==> config.mk <==
export PLATFORM = sky130hd
export DESIGN_NAME = led_strip_frame_builder_core
export DESIGN_NICKNAME = d
export VERILOG_FILES = /design/src/hdl/lsfb_pkg.sv /design/src/hdl/led_strip_frame_builder_core.sv
export SDC_FILE = /design/constraint.sdc
export NUM_CORES = 2
export LEC_CHECK = 0
export ABC_AREA = 1
export BUFFER_PORTS_ARGS = -buffer_cell sky130_fd_sc_hd__buf_2
export CAP_MARGIN = 20
export CORE_ASPECT_RATIO = 1.5
export CORE_UTILIZATION = 55
export DETAILED_ROUTE_END_ITERATION = 8
export PLACE_DENSITY_LB_ADDON = 0.1
export SLEW_MARGIN = 0
export SYNTH_ARGS = -nofsm -noshare
export SYNTH_HDL_FRONTEND = slang
export SYNTH_SLANG_ARGS = --single-unit
==> constraint.sdc <==
create_clock -name clk_i -period 5.25 [get_ports clk_i]
set_clock_uncertainty 0.2 [all_clocks]
set_input_delay 0.525 -clock clk_i [delete_from_list [all_inputs] [get_ports clk_i]]
set_output_delay 0.525 -clock clk_i [all_outputs]
set_load 0.05 [all_outputs]
==> src/hdl/lsfb_pkg.sv <==
// Package for the LED strip frame builder.
// Holds request codes, frame constants and the sequencer state type; no dependencies.
`default_nettype none

package lsfb_pkg;

  localparam int LED_COUNT_DEF = 64;
  localparam int START_BYTES   = 4;
  localparam int END_DIVISOR   = 16;
  localparam logic [7:0] FULL_BRIGHT = 8'hFF;

  localparam logic [1:0] REQ_SET  = 2'd0;
  localparam logic [1:0] REQ_FILL = 2'd1;
  localparam logic [1:0] REQ_EMIT = 2'd2;

  localparam logic [1:0] LANE_BRIGHT = 2'd0;
  localparam logic [1:0] LANE_BLUE   = 2'd1;
  localparam logic [1:0] LANE_GREEN  = 2'd2;
  localparam logic [1:0] LANE_RED    = 2'd3;

  typedef enum logic [1:0] {
    ST_IDLE,
    ST_EMIT,
    ST_FILL
  } lsfb_state_e;

endpackage

`default_nettype wire

==> src/hdl/led_strip_frame_builder_core.sv <==
// Top level of the LED strip frame builder: pixel store, fill sweep and frame byte sequencer.
// Depends on lsfb_pkg for request codes, frame constants and the state type.
//
//  Channel   Ports                                                   Direction
//  request   start_i, busy_o, req_type_i, pixel_index_i,             in
//            red_i, green_i, blue_i
//  result    result_valid_o, frame_byte_o, frame_end_o               out
//
// A set request writes the store at the accept edge. For an emit request the store
// is read at the accept edge and the word is presented in the following cycle.
// A fill request writes one store entry per cycle through the single write port.
// After reset the same sweep clears the store to zero, with busy_o held high
// until it ends. The receiver cannot stall.
`default_nettype none

module led_strip_frame_builder_core
  import lsfb_pkg::*;
#(
  parameter int LED_COUNT = LED_COUNT_DEF
) (
  input  wire logic       clk_i,
  input  wire logic       rst_ni,
  input  wire logic       start_i,
  output logic            busy_o,
  input  wire logic [1:0] req_type_i,
  input  wire logic [5:0] pixel_index_i,
  input  wire logic [7:0] red_i,
  input  wire logic [7:0] green_i,
  input  wire logic [7:0] blue_i,
  output logic            result_valid_o,
  output logic [7:0]      frame_byte_o,
  output logic            frame_end_o
);

  localparam int AW          = (LED_COUNT > 1) ? $clog2(LED_COUNT) : 1;
  localparam int PIXEL_BYTES = 4 * LED_COUNT;
  localparam int END_BYTES   = (LED_COUNT + END_DIVISOR - 1) / END_DIVISOR;
  localparam int FRAME_BYTES = START_BYTES + PIXEL_BYTES + END_BYTES;
  localparam int PW          = $clog2(FRAME_BYTES);

  localparam logic [PW-1:0] POS_LAST      = PW'(FRAME_BYTES - 1);
  localparam logic [PW-1:0] POS_PIX_FIRST = PW'(START_BYTES);
  localparam logic [PW-1:0] POS_PIX_END   = PW'(START_BYTES + PIXEL_BYTES);
  localparam logic [AW-1:0] ADDR_LAST     = AW'(LED_COUNT - 1);
  localparam logic [15:0]   LED_LIMIT     = 16'(LED_COUNT);

  logic [31:0] store_mem [LED_COUNT];

  lsfb_state_e state_q, state_d;
  logic [AW-1:0] fill_cnt_q, fill_cnt_d;
  logic [31:0]   fill_word_q, fill_word_d;
  logic [PW-1:0] pos_q, pos_d;
  logic [31:0]   rd_q;
  logic [1:0]    lane_q, lane_d;
  logic          in_pix_q, in_pix_d;
  logic          last_q, last_d;

  logic          accept;
  logic [15:0]   idx_ext;
  logic [PW-1:0] offset;
  logic          in_pix;
  logic [AW-1:0] rd_addr;
  logic          wr_en;
  logic [AW-1:0] wr_addr;
  logic [31:0]   wr_data;
  logic [31:0]   req_word;

  assign accept   = start_i && (state_q == ST_IDLE);
  assign idx_ext  = 16'(pixel_index_i);
  assign req_word = {FULL_BRIGHT, blue_i, green_i, red_i};

  // The pixel region sits between the start bytes and the end bytes.
  assign offset  = pos_q - POS_PIX_FIRST;
  assign in_pix  = (pos_q >= POS_PIX_FIRST) && (pos_q < POS_PIX_END);
  assign rd_addr = in_pix ? offset[AW+1:2] : '0;

  always_comb begin
    state_d     = state_q;
    fill_cnt_d  = fill_cnt_q;
    fill_word_d = fill_word_q;
    pos_d       = pos_q;
    lane_d      = lane_q;
    in_pix_d    = in_pix_q;
    last_d      = last_q;
    wr_en       = 1'b0;
    wr_addr     = idx_ext[AW-1:0];
    wr_data     = req_word;

    case (state_q)
      ST_IDLE: begin
        if (accept) begin
          case (req_type_i)
            REQ_SET: begin
              wr_en = (idx_ext < LED_LIMIT);
            end
            REQ_FILL: begin
              fill_word_d = req_word;
              fill_cnt_d  = '0;
              state_d     = ST_FILL;
            end
            REQ_EMIT: begin
              lane_d   = offset[1:0];
              in_pix_d = in_pix;
              last_d   = (pos_q == POS_LAST);
              pos_d    = (pos_q == POS_LAST) ? '0 : pos_q + PW'(1);
              state_d  = ST_EMIT;
            end
            default: begin
            end
          endcase
        end
      end
      ST_EMIT: begin
        state_d = ST_IDLE;
      end
      ST_FILL: begin
        wr_en      = 1'b1;
        wr_addr    = fill_cnt_q;
        wr_data    = fill_word_q;
        fill_cnt_d = fill_cnt_q + AW'(1);
        if (fill_cnt_q == ADDR_LAST) begin
          state_d = ST_IDLE;
        end
      end
      default: begin
        state_d = ST_IDLE;
      end
    endcase
  end

  // Reset starts a fill sweep with an all-zero word, which clears the store.
  always_ff @(posedge clk_i or negedge rst_ni) begin
    if (!rst_ni) begin
      state_q     <= ST_FILL;
      fill_cnt_q  <= '0;
      fill_word_q <= '0;
      pos_q       <= '0;
      lane_q      <= LANE_BRIGHT;
      in_pix_q    <= 1'b0;
      last_q      <= 1'b0;
    end else begin
      state_q     <= state_d;
      fill_cnt_q  <= fill_cnt_d;
      fill_word_q <= fill_word_d;
      pos_q       <= pos_d;
      lane_q      <= lane_d;
      in_pix_q    <= in_pix_d;
      last_q      <= last_d;
    end
  end

  always_ff @(posedge clk_i) begin
    if (wr_en) begin
      store_mem[wr_addr] <= wr_data;
    end
  end

  always_ff @(posedge clk_i) begin
    rd_q <= store_mem[rd_addr];
  end

  always_comb begin
    frame_byte_o = '0;
    if (in_pix_q) begin
      case (lane_q)
        LANE_BRIGHT: frame_byte_o = rd_q[31:24];
        LANE_BLUE:   frame_byte_o = rd_q[23:16];
        LANE_GREEN:  frame_byte_o = rd_q[15:8];
        LANE_RED:    frame_byte_o = rd_q[7:0];
        default:     frame_byte_o = '0;
      endcase
    end
  end

  assign busy_o         = (state_q != ST_IDLE);
  assign result_valid_o = (state_q == ST_EMIT);
  assign frame_end_o    = last_q;

endmodule

`default_nettype wire

Yosys cells after proc, flatten, opt, wreduce, memory -nomap -nowiden

Memory sizes are Yosys's and may differ from the RTL's. A register that Yosys moved wholly into a read port is not among the register bits.
Cells that the tools add are included.

Input bits: 35
Bits in writable memories: 2048
Memories kept: 1
Register bits: 46
Word-level logic and storage cells: 56
Output and inout bits: 11

Memories:

| memory    | depth | width | read ports | clocked after Yosys merged registers in | wr ports | RTL line                           | RTL |
|---|---|---|---|---|---|---|---|
| store_mem | 64    | 32    | 1          | 1                                       | 1        | led_strip_frame_builder_core.sv:47 | `logic [31:0] store_mem [LED_COUNT];` |

Reductions and logical operators: 11
$add $sub $neg: 3
Magnitude comparators: 3
Equal/unequal tests: 13
Muxes and demuxes: 18

Operators by type and width:

| kind                                                                   | number |
|---|---|
| 32-bit 2-to-1 mux                                                      | 1 |
| 8-bit case mux with 4 select lines                                     | 1 |
| 6-bit 2-to-1 mux                                                       | 4 |
| 6-bit case mux with 2 select lines                                     | 1 |
| 3-bit AND reduction                                                    | 4 |
| 9-bit by 1-bit adder with 9-bit output (second input constant)         | 1 |
| 9-bit equality test (second input constant)                            | 1 |
| 9-bit by 3-bit >= comparator with 1-bit output (second input constant) | 1 |
| 9-bit < comparator (second input constant)                             | 1 |
| 9-bit 2-to-1 mux                                                       | 1 |
| 2-bit equality test (second input constant)                            | 4 |
| 8-bit 2-to-1 mux                                                       | 1 |
| 2-bit case mux with 2 select lines                                     | 2 |
| 8-bit by 3-bit subtractor with 8-bit output (second input constant)    | 1 |
| 6-bit by 7-bit < comparator with 1-bit output (second input constant)  | 1 |
| 6-bit by 1-bit adder with 6-bit output (second input constant)         | 1 |
| 2-bit by 1-bit equality test with 1-bit output (second input constant) | 3 |
| 6-bit equality test (second input constant)                            | 1 |
| 2-bit zero test                                                        | 3 |
| 1-bit 2-to-1 mux                                                       | 4 |
| 2-bit 2-to-1 mux                                                       | 2 |
| 2-bit != test (second input constant)                                  | 2 |
| 2-bit nonzero test                                                     | 2 |
| 3-bit by 1-bit != test with 1-bit output (second input constant)       | 1 |
| 3 further kinds                                                        | 4 |

Depth between registers and ports, before layout

Depth after elaboration: 6
Gate-level depth with buffers: 17
Gate-level depth less buffers: 14

Worst setup path after synthesis

Ideal clock, no wire load.

Path type: input port to flip-flop
Start: input port start_i
End: memory store_mem[48][0], enable pin
Stages: 4
Required time: 4.579 ns
Buffers on the path: 0
Path slack: 0.554 ns
Arrival time: 4.025 ns
Library setup time: 0.471 ns
Cells stage by stage: nand2_1 -> o31ai_1 -> nand3_1 -> nor4_1

Longest elaborated chain between the ends: 5

Ends and longest elaborated chain:

| what                                   | RTL line                            | RTL |
|---|---|---|
| start: declaration                     | led_strip_frame_builder_core.sv:23  | `input wire logic start_i,` |
| 1-bit logical AND                      | led_strip_frame_builder_core.sv:68  | `assign accept = start_i && (state_q == ST_IDLE);` |
| 1-bit 2-to-1 mux                       | led_strip_frame_builder_core.sv:91  | `if (accept) begin` |
| 1-bit case mux with 2 select lines     | led_strip_frame_builder_core.sv:89  | `case (state_q)` |
| 1-bit 2-to-1 mux                       | led_strip_frame_builder_core.sv:153 | `if (wr_en) begin` |
| 1-bit 2-to-1 mux (not written as such) | led_strip_frame_builder_core.sv:154 | `store_mem[wr_addr] <= wr_data;` |
| end: declaration                       | led_strip_frame_builder_core.sv:47  |  |

Every way passes these cells.

Worst setup path in the final report

Start: register pos_q[3]
End: register rd_q[20] (read register of store_mem)

Longest elaborated chain between the ends: 3
Elaborated cells on any way between the ends: 5
Classes of those cells: 1 x add/sub; 2 x order compare; 1 x mux; 1 x reduce/logical

Ends and longest elaborated chain:

| what                                                                                 | RTL line                            | RTL |
|---|---|---|
| start: declaration                                                                   | led_strip_frame_builder_core.sv:52  | `logic [PW-1:0] pos_q, pos_d;` |
| start signal: assignment                                                             | led_strip_frame_builder_core.sv:145 | `pos_q <= pos_d;` |
| 9-bit by 3-bit >= comparator with 1-bit output or 9-bit < comparator (tied branches) | led_strip_frame_builder_core.sv:74  | `assign in_pix = (pos_q >= POS_PIX_FIRST) && (pos_q < POS_PIX_END);` |
| 1-bit logical AND                                                                    | led_strip_frame_builder_core.sv:74  |  |
| 6-bit 2-to-1 mux *                                                                   | led_strip_frame_builder_core.sv:75  | `assign rd_addr = in_pix ? offset[AW+1:2] : '0;` |
| end: declaration                                                                     | led_strip_frame_builder_core.sv:53  | `logic [31:0] rd_q;` |

Mark *: on every way between the ends. The rest lies on a longest branch, timed or not.
A chain may end at the register's enable or synchronous reset.

==> results by group <==
Route
  – Total number of vias: 47940
  – Drc violations: 0
  – DRT iter0 DRCs: 5503
  – Final antenna-violating net count: 0
  – Routed len/inst: 25.25 um
  – Number of vias per cell: 5.984
  – Total Wirelength: 202.3 mm
  – DRT Pass-1 Iters: 8

Pwr
  – Leak: 29.87 nW
  – Power share of the clock group: 0.297
  – Int Pwr: 0.02621 W
  – Flop pwr share: 0.486
  – Switching Share: 0.3135
  – Net Sw Power: 0.01197 W
  – PwrDens: 478.0 nW/um^2
  – Peak supply drop: 551.0 uV
  – Post-route total power: 0.03817 W
  – Logic pwr share: 0.216

Worst setup path
  – Most used cell, CP: nand3_1
  – Critical path peak fanout: 69
  – CP top delay family: simple AND/OR/NAND/NOR gates
  – R2R cell count: 15
  – Worst R2R Start: pos_q[3]
  – CP max stage cell: nand3_1
  – Reg2Reg Setup Slack: 0.82 ns
  – Crit Path Category: flip-flop to flip-flop
  – Crit path cell chain: inv_1, ha_1, nand2_1, nand2_1, nand4_1, nand2_8, nand2_8, inv_8, buf_12, nand3_1, nand3_1, nand3_1, nand3_1, nand3_1, nand2_1
  – Worst Setup End Kind: flip-flop
  – Worst Path Buf+Inv: 3
  – Worst setup SP type: flip-flop
  – R2r endpoint: rd_q[20]
  – CP arrival: 4.93 ns
  – WP data required: 5.75 ns
  – Max incr delay on CP: 0.48 ns

CTS
  – Clock transition at path regs: 0.07 ns
  – Max clock buf depth: 3
  – CTS sink count: 1671
  – Root Buffer: clkbuf_16
  – Setup bufs post-CTS: 0
  – CTS tree: yes
  – Cts bufs inserted: 154
  – Clk_lat worst skew: 0.79 ns
  – H-tree depth: 4

Global route
  – GRT Residual Overflow: 0
  – Initial antenna violation count: 3
  – Vias in the first global route: 46420
  – First-pass GRT wire length: 298.3 mm
  – Total Routing Usage GR: 0.3055
  – Largest net degree at the start of global routing: 191

Floorplanning
  – Core Region: 129900 um^2
  – Die Footprint: 132400 um^2
  – Row cnt: 162
  – Die width: 297.4 um
  – Die height: 445.1 um
  – Initial core utilization: 0.5541
  – Ports: 46

Synth
  – Syn_area_per_cell: 11.62 um^2
  – Mapped cell area: 71990 um^2
  – Yosys reg bits: 1671
  – Yosys cell types: 34
  – Synth warnings: 0
  – Asr flop ratio synth: 0.02753
  – Synthesized Nets: 6236
  – Register area share after synthesis: 0.6903
  – EDFF count, synth: 1600
  – Cell count after synthesis: 6195
  – Ys flop type: edfxtp_1

Placement
  – PortBufs: 45
  – DP HPWL: 111.0 mm
  – GPL Wtd Cong: 0.9349

STA
  – Final Hold Fails: 0
  – Fin. max-slew vios: 0
  – Slew @ Worst Pin: 1.147 ns
  – Final cycle utilization of the critical path: 0.8432
  – Slew HR: 0.2353
  – Setup TNS: 0 ns
  – Tmin final: 4.427 ns
  – Unrepaired setup endpoints after global routing: no
  – Max frequency: 225.9 MHz
  – Setup violators final: 0

Layout
  – Register area: 49700 um^2
  – FILL cells: 10020
  – Fin nets: 6204
  – Share of cells above drive strength 1: 0.1280
  – Area of the multi-input gates: 18300 um^2
  – Synthesis-to-finish area growth: 10.94%

Min path
  – Hold crit path type: input pin to flip-flop
  – Hold path cells: 4
  – Hold Startpoint: start_i
  – Worst hold endpoint: fill_cnt_q[2]

Flow run
  – Maxcap violations: 0

Outcome
  – Status: finished, final reports clean
state kept, by name (all words and copies together), names as in the netlist, 2 cells and up:
| name | cells |
|---|---|
| fill_cnt_q | 6 |
| fill_word_q | 25 |
| lane_q | 2 |
| pos_q | 9 |
| rd_q | 25 |
| state_q | 2 |
| store_mem | 1600 |
repair_timing:
action                    in CTS  in global routing
hold endpoints to repair      71                  0
hold buffers                  28                  0
resized for setup              0                  0
through the flow:
step,worst slack (ns),instances,cell area (um^2),hold slack [ns],util
finish,0.8230,8012,79870,0.07522,0.6147
global route,0.6705,8011,79870,0.08895,0.6147
CTS,0.8576,8009,79860,0.01311,0.6146
detailed placement,0.8799,7700,74520,0.2228,0.5735
global placement,0.8591,7700,74520,0.2215,0.5735
floorplan,0.5541,6195,71990,0.02941,-
cell usage after synthesis (23+ instances only):
library cell / instances / share of area
buf_4: 30 / 0.0031
edfxtp_1: 1600 / 0.67
nand2_1: 527 / 0.027
nand3b_1: 376 / 0.039
nand3_1: 1531 / 0.11
buf_2: 218 / 0.015
dfxtp_1: 25 / 0.0070
o21ai_1: 23 / 0.0016
o2111ai_1: 100 / 0.012
or2_2: 252 / 0.022
inv_1: 659 / 0.034
clkbuf_1: 160 / 0.0083
dfrtp_1: 45 / 0.016
o21ai_0: 175 / 0.012
nor2_1: 380 / 0.020
worst min-delay path, cell delays in order:
cell     delay (ns)
buf_2          0.11
nand2_1        0.10
nor3_1         0.10
nor3_1         0.18
metal layers:
layer / vias up / share of wire / GRT usage
li1: 21720 / - / -
met1: 23690 / 0.39 / 0.3978
met2: 2116 / 0.48 / 0.4997
met4: 0 / 0.056 / 0.1697
met5: - / 0 / 0
met3: 412 / 0.074 / 0.03821
cell type report:
class | instances | area share
Antenna cell | 2 | 0.00006266
Clock buffer | 198 | 0.05283
Clock inverter | 83 | 0.01048
Inverter | 666 | 0.03160
Multi-Input combinational cell | 3424 | 0.2291
Sequential cell | 1671 | 0.6223
Tap cell | 1722 | 0.02698
Timing Repair Buffer | 246 | 0.02666
cells in the final DEF, fill, tap and decap left out, types with 4 or more instances in the layout:
| cell | n |
|---|---|
| o21ai_4 | 24 |
| inv_6 | 7 |
| clkinv_1 | 23 |
| o21ai_1 | 22 |
| xor2_1 | 4 |
| ha_1 | 6 |
| nor2_2 | 56 |
| o21ai_0 | 151 |
| dfxtp_1 | 25 |
| bufinv_16 | 16 |
| clkbuf_1 | 33 |
| nand4_1 | 8 |
| nor4_2 | 6 |
| nor3_1 | 7 |
| o2111ai_1 | 100 |
| nand3_1 | 1531 |
| buf_4 | 146 |
| nand3b_1 | 376 |
| clkbuf_16 | 162 |
| or2_2 | 252 |
| buf_2 | 45 |
| inv_1 | 656 |
| a21oi_1 | 7 |
| dlygate4sd3_1 | 28 |
| dfrtp_1 | 44 |
| clkinv_2 | 34 |
| nand2_1 | 525 |
| inv_2 | 4 |
| a31oi_1 | 7 |
| buf_12 | 26 |
| edfxtp_1 | 1600 |
| nor2_1 | 322 |
worst max-delay path by stage:
stage / startpoint / to / slack, ns / cells after the start
6_report: pos_q[3] / rd_q[20] / 0.82 / 15
5_1_grt: pos_q[3] / rd_q[0] / 0.67 / 16
4_1_cts: pos_q[3] / rd_q[0] / 0.86 / 16
3_5_place_dp: pos_q[3] / rd_q[0] / 0.88 / 16
3_3_place_gp: pos_q[2] / rd_q[0] / 0.86 / 15
2_1_floorplan: start_i / store_mem[48][0] / 0.55 / 4
power groups by stage:
stage | Clock [W] | Sequential [W] | Combinational (W)
after floorplan | 0 | 0.0191 | 0.00435
after global placement | 0 | 0.0188 | 0.00804
after detailed placement | 0 | 0.0188 | 0.00818
after CTS | 0.0115 | 0.0186 | 0.00820
after global routing | 0.0119 | 0.0187 | 0.00876
final | 0.0113 | 0.0186 | 0.00826
cell families (layout without fill, tap and decap cells):
| kind of cell | count (synthesis) | in the layout | share of synthesized area |
|---|---|---|---|
| other | 0 | 2 | 0 |
| and+or+nand+nor | 3094 | 3094 | 0.2171 |
| DFF | 1671 | 1671 | 0.6903 |
| AOI/OAI and AO/OA | 318 | 318 | 0.02767 |
| buffers and inverters | 1100 | 1193 | 0.06312 |
| adders and majority gates | 6 | 6 | 0.001043 |
| xor gates and xnor gates | 6 | 6 | 0.0007299 |
No activity file was read; power rests on OpenSTA's default activity.
